===== config.mk =====
export PLATFORM = sky130hd
export DESIGN_NAME = vwap_candlestick_aggregator_top
export DESIGN_NICKNAME = d
export VERILOG_FILES = /design/src/sv/vca_pkg.sv /design/src/sv/vwap_candlestick_aggregator_top.sv /design/src/sv/vca_fifo.sv /design/src/sv/vca_front.sv /design/src/sv/vca_back.sv
export SDC_FILE = /design/constraint.sdc
export NUM_CORES = 2
export LEC_CHECK = 0
export ABC_AREA = 1
export BUFFER_PORTS_ARGS = -buffer_cell sky130_fd_sc_hd__buf_2
export CORE_ASPECT_RATIO = 1.25
export CORE_MARGIN = 2
export CORE_UTILIZATION = 40
export CTS_CLUSTER_DIAMETER = 80
export DETAILED_ROUTE_END_ITERATION = 12
export PLACE_DENSITY = 0.6
export SLEW_MARGIN = 20
export SYNTH_ARGS = -nofsm -noshare
export SYNTH_HDL_FRONTEND = slang
export SYNTH_SLANG_ARGS = --single-unit

===== constraint.sdc =====
create_clock -name i_clk -period 17.7 [get_ports i_clk]
set_input_delay 0.885 -clock i_clk [delete_from_list [all_inputs] [get_ports i_clk]]
set_output_delay 0.885 -clock i_clk [all_outputs]
set_load 0.01 [all_outputs]

===== src/sv/vca_pkg.sv =====
package vca_pkg;

    localparam int PRICE_BITS = 32;
    localparam int PRICE_EFF  = (PRICE_BITS < 32) ? PRICE_BITS : 32;
    localparam logic [31:0] PRICE_MASK = 32'((64'd1 << PRICE_EFF) - 64'd1);
    localparam logic [63:0] CLOSE_MAX  = {32'd0, PRICE_MASK};
    localparam int FIFO_DEPTH = 2;

    typedef struct packed {
        logic [47:0] order_time;
        logic [15:0] order_product;
        logic [31:0] order_price;
        logic [31:0] order_amount;
        logic        last_order;
    } t_order;

    typedef struct packed {
        logic [47:0] bar_time;
        logic [31:0] open_price;
        logic [31:0] high_price;
        logic [31:0] low_price;
        logic [31:0] close_price;
        logic        final_bar;
    } t_bar;

    // A finished bucket handed from the front end to the divider.
    typedef struct packed {
        logic [47:0] bucket_time;
        logic [63:0] value_sum;
        logic [63:0] amount_sum;
        logic [31:0] bucket_high;
        logic [31:0] bucket_low;
        logic        final_bar;
    } t_job;

    typedef struct packed {
        logic push;
        logic pop;
    } t_fifo_ctl;

endpackage


===== src/sv/vwap_candlestick_aggregator_top.sv =====
// VWAP candlestick aggregator. Orders for the product in the configuration register are
// grouped by timestamp; each change of timestamp, and each order marked last, produces one
// bar with open, high, low, volume-weighted close and time. The front end takes one order
// at a time, stalling while busy (a registered 32x32 product, then the accumulate), and a
// last-order flush adds a flush state. Finished buckets wait in a two-word queue for the back
// end, whose bit-serial 64-bit divider runs 64 divide steps, then forms the bar and presents
// it until taken, taking no new bucket meanwhile, so bursts of bars are limited by the
// divider. Beyond its busy states per order, the front end stalls longer only when a bar
// must be queued and the queue is full.
module vwap_candlestick_aggregator_top (
    input  logic             i_clk,
    input  logic             i_rst_n,
    input  logic             i_cfg_we,
    input  logic [15:0]      i_cfg_wdata,
    input  logic             i_in_valid,
    output logic             o_in_stall,
    input  vca_pkg::t_order  i_in_word,
    output logic             o_out_valid,
    input  logic             i_out_stall,
    output vca_pkg::t_bar    o_out_word
);
    vca_pkg::t_fifo_ctl w_ctl;
    vca_pkg::t_job      w_push_job, w_pop_job;
    logic               w_full, w_empty;

    vca_front u_front (
        .i_clk       (i_clk),
        .i_rst_n     (i_rst_n),
        .i_cfg_we    (i_cfg_we),
        .i_cfg_wdata (i_cfg_wdata),
        .i_in_valid  (i_in_valid),
        .o_in_stall  (o_in_stall),
        .i_in_word   (i_in_word),
        .i_fifo_full (w_full),
        .o_push      (w_ctl.push),
        .o_job       (w_push_job)
    );

    vca_fifo u_fifo (
        .i_clk   (i_clk),
        .i_rst_n (i_rst_n),
        .i_push  (w_ctl.push),
        .i_data  (w_push_job),
        .i_pop   (w_ctl.pop),
        .o_data  (w_pop_job),
        .o_full  (w_full),
        .o_empty (w_empty)
    );

    vca_back u_back (
        .i_clk        (i_clk),
        .i_rst_n      (i_rst_n),
        .i_fifo_empty (w_empty),
        .i_job        (w_pop_job),
        .o_pop        (w_ctl.pop),
        .o_out_valid  (o_out_valid),
        .i_out_stall  (i_out_stall),
        .o_out_word   (o_out_word)
    );
endmodule


===== src/sv/vca_fifo.sv =====
module vca_fifo (
    input  logic            i_clk,
    input  logic            i_rst_n,
    input  logic            i_push,
    input  vca_pkg::t_job   i_data,
    input  logic            i_pop,
    output vca_pkg::t_job   o_data,
    output logic            o_full,
    output logic            o_empty
);
    localparam int AW = $clog2(vca_pkg::FIFO_DEPTH);

    vca_pkg::t_job r_mem [vca_pkg::FIFO_DEPTH];
    logic [AW-1:0] r_wp, r_rp;
    logic [AW:0]   r_cnt;

    assign o_full  = (r_cnt == (AW+1)'(vca_pkg::FIFO_DEPTH));
    assign o_empty = (r_cnt == '0);
    assign o_data  = r_mem[r_rp];

    always_ff @(posedge i_clk) begin
        if (i_push) begin
            r_mem[r_wp] <= i_data;
        end
    end

    always_ff @(posedge i_clk) begin
        if (!i_rst_n) begin
            r_wp  <= '0;
            r_rp  <= '0;
            r_cnt <= '0;
        end else begin
            if (i_push) r_wp <= AW'((r_wp + 1'b1) % vca_pkg::FIFO_DEPTH);
            if (i_pop)  r_rp <= AW'((r_rp + 1'b1) % vca_pkg::FIFO_DEPTH);
            r_cnt <= r_cnt + (AW+1)'(i_push) - (AW+1)'(i_pop);
        end
    end
endmodule


===== src/sv/vca_front.sv =====
module vca_front (
    input  logic              i_clk,
    input  logic              i_rst_n,
    input  logic              i_cfg_we,
    input  logic [15:0]       i_cfg_wdata,
    input  logic              i_in_valid,
    output logic              o_in_stall,
    input  vca_pkg::t_order   i_in_word,
    input  logic              i_fifo_full,
    output logic              o_push,
    output vca_pkg::t_job     o_job
);
    typedef enum logic [2:0] {
        F_IDLE  = 3'b001,
        F_CALC  = 3'b010,
        F_FLUSH = 3'b100
    } t_fstate;

    t_fstate         r_state, n_state;
    vca_pkg::t_order r_item;
    logic [63:0]     r_prod;
    logic [15:0]     r_code;
    logic            r_open, n_open;
    logic [47:0]     r_time, n_time;
    logic [63:0]     r_vsum, n_vsum, r_asum, n_asum;
    logic [31:0]     r_high, n_high, r_low, n_low;
    logic [31:0]     w_price;
    logic            w_match;
    logic [64:0]     w_vadd, w_aadd;

    assign o_in_stall = (r_state != F_IDLE);
    assign w_price    = r_item.order_price & vca_pkg::PRICE_MASK;
    assign w_match    = (r_item.order_product == r_code);
    assign w_vadd     = {1'b0, r_vsum} + {1'b0, r_prod};
    assign w_aadd     = {1'b0, r_asum} + {33'd0, r_item.order_amount};

    always_comb begin
        n_state = r_state;
        n_open  = r_open;
        n_time  = r_time;
        n_vsum  = r_vsum;
        n_asum  = r_asum;
        n_high  = r_high;
        n_low   = r_low;
        o_push  = 1'b0;
        o_job   = '{bucket_time: r_time, value_sum: r_vsum, amount_sum: r_asum,
                    bucket_high: r_high, bucket_low: r_low, final_bar: 1'b0};
        case (r_state)
            F_IDLE: begin
                if (i_in_valid) n_state = F_CALC;
            end
            F_CALC: begin
                if (w_match && r_open && (r_item.order_time != r_time) && i_fifo_full) begin
                    n_state = F_CALC;
                end else begin
                    if (w_match && (!r_open || (r_item.order_time != r_time))) begin
                        o_push = r_open;
                        n_open = 1'b1;
                        n_time = r_item.order_time;
                        n_vsum = r_prod;
                        n_asum = {32'd0, r_item.order_amount};
                        n_high = w_price;
                        n_low  = w_price;
                    end else if (w_match) begin
                        // Sums stick at all ones once they overflow.
                        n_vsum = w_vadd[64] ? '1 : w_vadd[63:0];
                        n_asum = w_aadd[64] ? '1 : w_aadd[63:0];
                        if (w_price > r_high) n_high = w_price;
                        if (w_price < r_low)  n_low  = w_price;
                    end
                    n_state = r_item.last_order ? F_FLUSH : F_IDLE;
                end
            end
            F_FLUSH: begin
                o_job.final_bar = 1'b1;
                if (!(r_open && i_fifo_full)) begin
                    o_push  = r_open;
                    n_open  = 1'b0;
                    n_time  = '0;
                    n_vsum  = '0;
                    n_asum  = '0;
                    n_high  = '0;
                    n_low   = '0;
                    n_state = F_IDLE;
                end
            end
            default: n_state = F_IDLE;
        endcase
    end

    always_ff @(posedge i_clk) begin
        if (i_in_valid && (r_state == F_IDLE)) begin
            r_item <= i_in_word;
            r_prod <= {32'd0, i_in_word.order_price & vca_pkg::PRICE_MASK}
                      * {32'd0, i_in_word.order_amount};
        end
    end

    always_ff @(posedge i_clk) begin
        if (!i_rst_n) begin
            r_state <= F_IDLE;
            r_code  <= '0;
            r_open  <= 1'b0;
            r_time  <= '0;
            r_vsum  <= '0;
            r_asum  <= '0;
            r_high  <= '0;
            r_low   <= '0;
        end else begin
            r_state <= n_state;
            if (i_cfg_we) r_code <= i_cfg_wdata;
            r_open  <= n_open;
            r_time  <= n_time;
            r_vsum  <= n_vsum;
            r_asum  <= n_asum;
            r_high  <= n_high;
            r_low   <= n_low;
        end
    end
endmodule


===== src/sv/vca_back.sv =====
module vca_back (
    input  logic            i_clk,
    input  logic            i_rst_n,
    input  logic            i_fifo_empty,
    input  vca_pkg::t_job   i_job,
    output logic            o_pop,
    output logic            o_out_valid,
    input  logic            i_out_stall,
    output vca_pkg::t_bar   o_out_word
);
    typedef enum logic [3:0] {
        B_IDLE = 4'b0001,
        B_DIV  = 4'b0010,
        B_FIN  = 4'b0100,
        B_WAIT = 4'b1000
    } t_bstate;

    t_bstate       r_state;
    vca_pkg::t_job r_job;
    logic [63:0]   r_rem, r_quo;
    logic [5:0]    r_cnt;
    logic [31:0]   r_prev;
    vca_pkg::t_bar r_out;
    logic [64:0]   w_shift, w_diff;
    logic [31:0]   w_close;

    assign o_pop       = (r_state == B_IDLE) && !i_fifo_empty;
    assign o_out_valid = (r_state == B_WAIT);
    assign o_out_word  = r_out;

    // One restoring step per cycle: shift in the next dividend bit and subtract if it fits.
    assign w_shift = {r_rem, r_quo[63]};
    assign w_diff  = w_shift - {1'b0, r_job.amount_sum};

    always_comb begin
        if (r_job.amount_sum == '0) begin
            w_close = '0;
        end else if (r_quo > vca_pkg::CLOSE_MAX) begin
            w_close = vca_pkg::CLOSE_MAX[31:0];
        end else begin
            w_close = r_quo[31:0];
        end
    end

    always_ff @(posedge i_clk) begin
        case (r_state)
            B_IDLE: begin
                r_job <= i_job;
                r_rem <= '0;
                r_quo <= i_job.value_sum;
            end
            B_DIV: begin
                if (!w_diff[64]) begin
                    r_rem <= w_diff[63:0];
                    r_quo <= {r_quo[62:0], 1'b1};
                end else begin
                    r_rem <= w_shift[63:0];
                    r_quo <= {r_quo[62:0], 1'b0};
                end
            end
            B_FIN: begin
                r_out <= '{bar_time: r_job.bucket_time, open_price: r_prev,
                           high_price: r_job.bucket_high, low_price: r_job.bucket_low,
                           close_price: w_close, final_bar: r_job.final_bar};
            end
            default: ;
        endcase
    end

    always_ff @(posedge i_clk) begin
        if (!i_rst_n) begin
            r_state <= B_IDLE;
            r_cnt   <= '0;
            r_prev  <= '0;
        end else begin
            case (r_state)
                B_IDLE: begin
                    r_cnt <= '0;
                    if (!i_fifo_empty) r_state <= B_DIV;
                end
                B_DIV: begin
                    r_cnt <= r_cnt + 1'b1;
                    if (r_cnt == '1) r_state <= B_FIN;
                end
                B_FIN: begin
                    // A flush ends the data set, so the next bar opens at zero.
                    r_prev  <= r_job.final_bar ? '0 : w_close;
                    r_state <= B_WAIT;
                end
                B_WAIT: begin
                    if (!i_out_stall) r_state <= B_IDLE;
                end
                default: r_state <= B_IDLE;
            endcase
        end
    end
endmodule


**Yosys cells after proc, flatten, opt, wreduce, memory -nomap -nowiden**

Memories as Yosys holds them, arrays and structs flattened. A register that Yosys moved wholly into a read port is not among the register bits.
Cells that the tools add are included.

- Logic and storage cells: 144
- Flip-flop bits (word level): 981
- Memories: 1
- Output and inout port bits: 179
- RAM bits: 482
- Bits in read-only memories: 0
- Latch bits: 0

Memory list:

| memory | depth | width | read ports | clocked after memory_dff | write ports | line | source |
|---|---|---|---|---|---|---|---|
| u_fifo.r_mem | 2 | 241 | 1 | 1 | 1 | vca_fifo.sv:13 | `vca_pkg::t_job r_mem [vca_pkg::FIFO_DEPTH];` |

- Bitwise logic cells: 0
- Divide/modulo/power cells: 0
- Multiply operators: 1
- Reductions and logical operators: 20
- Add/subtract/negate cells: 8
- Equal/unequal tests: 22
- Order comparisons: 3
- Multiplexer cells: 56
- Shifts and indexed selects: 0

Operator list:

| kind | number |
|---|---|
| two-way mux 64 bit | 10 |
| one-hot mux 64 bit (2 select lines) | 4 |
| two-way mux 32 bit | 12 |
| two-way mux 48 bit | 3 |
| one-hot mux 32 bit (2 select lines) | 2 |
| one-hot mux 48 bit (2 select lines) | 1 |
| adder 64 x 32 -> 65 bit | 1 |
| adder 64 x 64 -> 65 bit | 1 |
| subtractor 65 x 64 -> 65 bit | 1 |
| > comparator 64 x 32 -> 1 bit, second input constant | 1 |
| zero test 64 bit | 1 |
| multiplier 32 x 32 -> 64 bit | 1 |
| inequality test 48 bit | 1 |
| > comparator 32 bit | 1 |
| less-than comparator 32 bit | 1 |
| == test 16 bit | 1 |
| one-hot mux 4 bit (4 select lines) | 1 |
| two-way mux 1 bit | 12 |
| two-way mux 3 bit | 4 |
| two-way mux 4 bit | 3 |
| inequality test 3 x 1 -> 1 bit, second input constant | 4 |
| one-hot mux 6 bit (2 select lines) | 1 |
| inequality test 2 bit, second input constant | 5 |
| AND reduction 5 bit | 2 |
| other kinds (24) | 36 |

**Longest topological paths before layout**

- Word-level depth: 8
- Mapped depth: 31
- Depth with buffers taken out: 30

**Hierarchy**

Synthesis repeated with hierarchy kept, for this count alone.

- Cells, all modules: 12426
- Area, all modules: 107554.4 µm²

By module, submodules not included:

| module | sequential area each (µm²) | times used | area each (µm²) | cells an instance |
|---|---|---|---|---|
| vca_front | 11000.6 | 1 | 63991.4 | 8946 |
| vca_back | 15314.7 | 1 | 25164.1 | 2697 |
| vca_fifo | 14574.0 | 1 | 18398.9 | 783 |

**Worst setup path after synthesis**

OpenSTA, ideal clock, no wires.

- Kind: register to register
- From: register u_back.r_state[2]
- To: register u_back.r_state[0]
- Data arrival time: 17.089 ns
- Library setup time: 0.648 ns
- Required time: 17.052 ns
- Period minus slack after synthesis: 17.737 ns
- Setup slack: -0.037 ns
- Buffers on the path: 0
- Stages on the path, launching flop included: 7
- Cells stage by stage: dfxtp_1 > nor2_1 > inv_1 > nor3_1 > nor2_1 > inv_1 > o311ai_0

- Word-level cells in the longest chain between the ends: 3
- Elaborated cells on any way between the ends: 9
- Those cells by class: eq/ne: 7; mux: 1; reduce/logical: 1

Ends and longest elaborated chain:

| what | line | source |
|---|---|---|
| start, declared | vca_back.sv:18 | `t_bstate r_state;` |
| start signal, assigned | vca_back.sv:72 | `r_state <= B_IDLE;` |
| start signal, assigned | vca_back.sv:79 | `if (!i_fifo_empty) r_state <= B_DIV;` |
| start signal, assigned | vca_back.sv:83 | `if (r_cnt == '1) r_state <= B_FIN;` |
| == test 4 x 1 -> 1 bit, or another cell as far along | vca_back.sv:76 | `case (r_state)` |
| inequality test 2 bit (no line) or inequality test 2 x 1 -> 1 bit (tied branches) | -- |  |
| AND reduction 3 bit (no line) | -- |  |

Several ways; a longest one is shown, not always the timed one.
A chain may end at the register's enable or synchronous reset.

**Worst setup path after layout**

- From: input port i_in_word[48] in the netlist's numbering
- To: register u_front.r_prod[56] (data pin)

- Word-level cells in the longest chain between the ends: 1

Ends and longest elaborated chain:

| what | line | source |
|---|---|---|
| start, declared | vwap_candlestick_aggregator_top.sv:17 | `input vca_pkg::t_order i_in_word,` |
| multiplier 32 x 32 -> 64 bit | vca_front.sv:95 | `* {32'd0, i_in_word.order_amount};` |
| end signal, assigned | vca_front.sv:94 | `r_prod <= {32'd0, i_in_word.order_price & vca_pkg::PRICE_MASK}` |
| end, declared | vca_front.sv:21 | `logic [63:0] r_prod;` |

Every way passes these cells.

==> impl_metrics.json <==
{
  "outcome": "completed",
  "syn2layout_area_growth_pct": 9.76,
  "final_cell_area_um2": 116000,
  "synth_top_family_by_area": "adder cells",
  "vias": 80600,
  "postCtsSetupBuffers": 0,
  "cts_resized": 0,
  "tightestPinTransition_ps": 1080,
  "synth.mux.area_fraction_pct": 0.00949,
  "first_iter_violations": 5649,
  "slew_violations": 0,
  "hold_class": "in2reg",
  "setup-tns-final_ps": 0,
  "fin_skew_ps": 88.8,
  "syn-num-nets": 14100,
  "grt_pass1_wl_um": 491000,
  "vias_per_cell": 4.93,
  "routed_wl_um": 322000,
  "synth-seq-cells": 1464,
  "r2r-start": "u_front.r_state[2]",
  "worstPathRequired_ps": 18220,
  "worstHoldPathCells": 1,
  "startpoint": "i_in_word[48]",
  "worst-setup-path-type": "in2reg",
  "yosys-top-cells-area": "edfxtp_1 33%, fa_1 17%, nand2_1 15%, inv_1 9.1%, dfxtp_1 5.8%",
  "antenna_found_initial": 15,
  "synth_compound_area_share_pct": 4.47,
  "port_buffers": 328,
  "startpoint_type": "input pin",
  "drc_errors": 0,
  "holdBufCountCts": 0,
  "cts_tree": "done",
  "seq_area_um2": 40900,
  "fin_crit_sh_pct": 44.0,
  "relSlewSlack_pct": 27.1,
  "clock.fmax_mhz": 128,
  "synth_top_cell_area_share_pct": 32.9,
  "cts_made_buffers": 155,
  "chipWidth_um": 463,
  "core_area_um2": 262000,
  "ios": 329,
  "nets": 14300,
  "place_congestion": 1.00,
  "synth_top_area_cell": "edfxtp_1",
  "groute.usage.overall_pct": 24.0,
  "finalNonFillerCells": 16400,
  "hold_violations": 0,
  "grt_max_degree": 130,
  "syn-cell-area_um2": 105000,
  "die_height_um": 578,
  "max_cap_violations": 0,
  "clock-sinks": 1464,
  "rsz0062_at_grt": "no",
  "arrival_ps": 8300,
  "ys_warn_count": 0,
  "drive_gt1_share_pct": 5.58,
  "root_buffer": "clkbuf_16",
  "place_inst": 16100,
  "setup_viol": 0,
  "cp_max_fo": 33,
  "rows": 210,
  "cp-end-kind": "register",
  "cp_slowest_cell": "buf_2",
  "routedWlPerCell_um": 19.7,
  "seq_area_frac_synth_pct": 38.8,
  "syn_inst": 12600,
  "rrSetupSlack_ps": 12980,
  "synth-adder-area-share_pct": 22.9,
  "post-route-min-period_ps": 7780,
  "multi_input_area_um2": 53200,
  "dpl_cell_area_um2": 110000,
  "hpwl_um": 242000,
  "cts-root-to-sink-buffers": 4,
  "syn_avg_cell_area_um2": 8.37,
  "synth_xor_area_share_pct": 1.53,
  "slowest_delay_ps": 710,
  "rr_worst_depth": 8,
  "synth-simple-area-share_pct": 21.4,
  "clk_latency_ps": 850,
  "drt_pass1_iterations": 6,
  "n_fill_cell": 26000,
  "grt_overflow": 0,
  "min-delay-start": "i_in_word[68]",
  "cpMostUsedCell": "fa_1",
  "start_util_pct": 40.3,
  "worstHoldEndpoint": "u_front.r_item[68]",
  "htree_levels": 4,
  "grt_pass1_vias": 81700,
  "timing.hold.ws_ps": 233,
  "cts.clk_slew.worst_paths_ps": 70,
  "die_area_um2": 268000,
  "yosys.cell_types.count": 56,
  "ant_nets": 0,
  "r2r_end": "u_fifo.r_mem[1][188]"
}
==> routing by layer <==
| layer | wire length [µm] | GRT usage [%] | vias up |
|---|---|---|---|
| li1 | - | - | 38800 |
| met5 | 49 | 0 | - |
| met3 | 15300 | 2.26 | 676 |
| met1 | 129000 | 28.9 | 38900 |
| met2 | 162000 | 43.2 | 2232 |
| met4 | 16300 | 10.7 | 6 |
==> critical path, delay by kind of cell <==
kind	cells	cell delay (ps)
adders and majority gates	9	4370
and+or+nand+nor	9	1050
buffers and inverters	5	980
AOI/OAI and AO/OA	2	970
==> cell usage in the layout, fill, tap and decap left out, types with 92 or more instances in the layout <==
cell type / netlist / layout
dfxtp_1: 307 / 306
nand3_1: 368 / 366
xor2_1: 92 / 92
o21ai_0: 188 / 188
clkbuf_16: 0 / 160
xnor2_1: 92 / 92
ha_1: 489 / 489
buf_2: 67 / 327
nor2_1: 921 / 914
a21oi_1: 503 / 503
inv_1: 2564 / 2558
edfxtp_1: 1157 / 1157
nand2_1: 4100 / 4097
fa_1: 899 / 899
==> cells by family after synthesis <==
group           count (synthesis)
flops                        1464
compound gates                871
xor+xnor                      184
mux                             1
buf+inv                      3016
simple gates                 5681
fa+ha+maj                    1388
==> stage by stage <==
stage                     setup WS (ps)  utilization (%)
after detailed placement           9160             42.2
after global routing               9560             44.2
final                              9920             44.2
after global placement             9240             42.2
after CTS                          9990             44.2
after floorplan                    1100                -
==> area by class of cell <==
class	count	area share, %
Clock inverter	78	0.879
Sequential cell	1464	35.3
Tap cell	3498	3.78
Inverter	2586	8.41
Timing Repair Buffer	403	1.97
Antenna cell	5	0.0108
Clock buffer	197	3.69
Multi-Input combinational cell	8125	45.9
==> flip-flops by register name (all words and copies together) (netlist names), 48 cells and up, named ones only <==
| signal | flops |
|---|---|
| u_front.r_asum | 64 |
| u_front.r_time | 48 |
| u_back.r_job | 177 |
| u_back.r_rem | 64 |
| u_back.r_quo | 64 |
| u_back.o_out_word | 177 |
| u_front.r_vsum | 64 |
| u_fifo.r_mem | 482 |
| u_front.r_prod | 64 |
| u_front.r_item | 97 |
==> Yosys cell counts (all sizes together) <==
library cell,count
nand2,4110
inv,2583
edfxtp,1157
nor2,924
fa,899
a21oi,508
ha,489
nand3,372
clkbuf,328
dfxtp,307
o21ai,191
buf,102
xnor2,92
xor2,92
a31oi,83
nand4,82
nor3,72
nand3b,50
nor4,45
o21bai,31
a21o,23
and3,11
o21a,9
a21boi,8
and2,8
o211ai,7
or2,5
a211oi,4
clkinv,3
a221oi,2
nor3b,2
o2111ai,2
a22oi,1
a311oi,1
mux2i,1
o311ai,1
==> worst max path at each step <==
stage / end / slack [ps] / cells past startpoint
6_report: u_front.r_prod[56] / 9920 / 25
5_1_grt: u_front.r_prod[56] / 9560 / 27
4_1_cts: u_front.r_prod[56] / 9990 / 27
3_5_place_dp: u_front.r_prod[56] / 9160 / 27
3_3_place_gp: u_front.r_prod[51] / 9240 / 24
2_1_floorplan: u_back.r_prev[22] / 1100 / 8
Power is left out: the tool's default activity adds up to more than one toggle a clock period on the data nets, which glitch-free logic cannot reach.
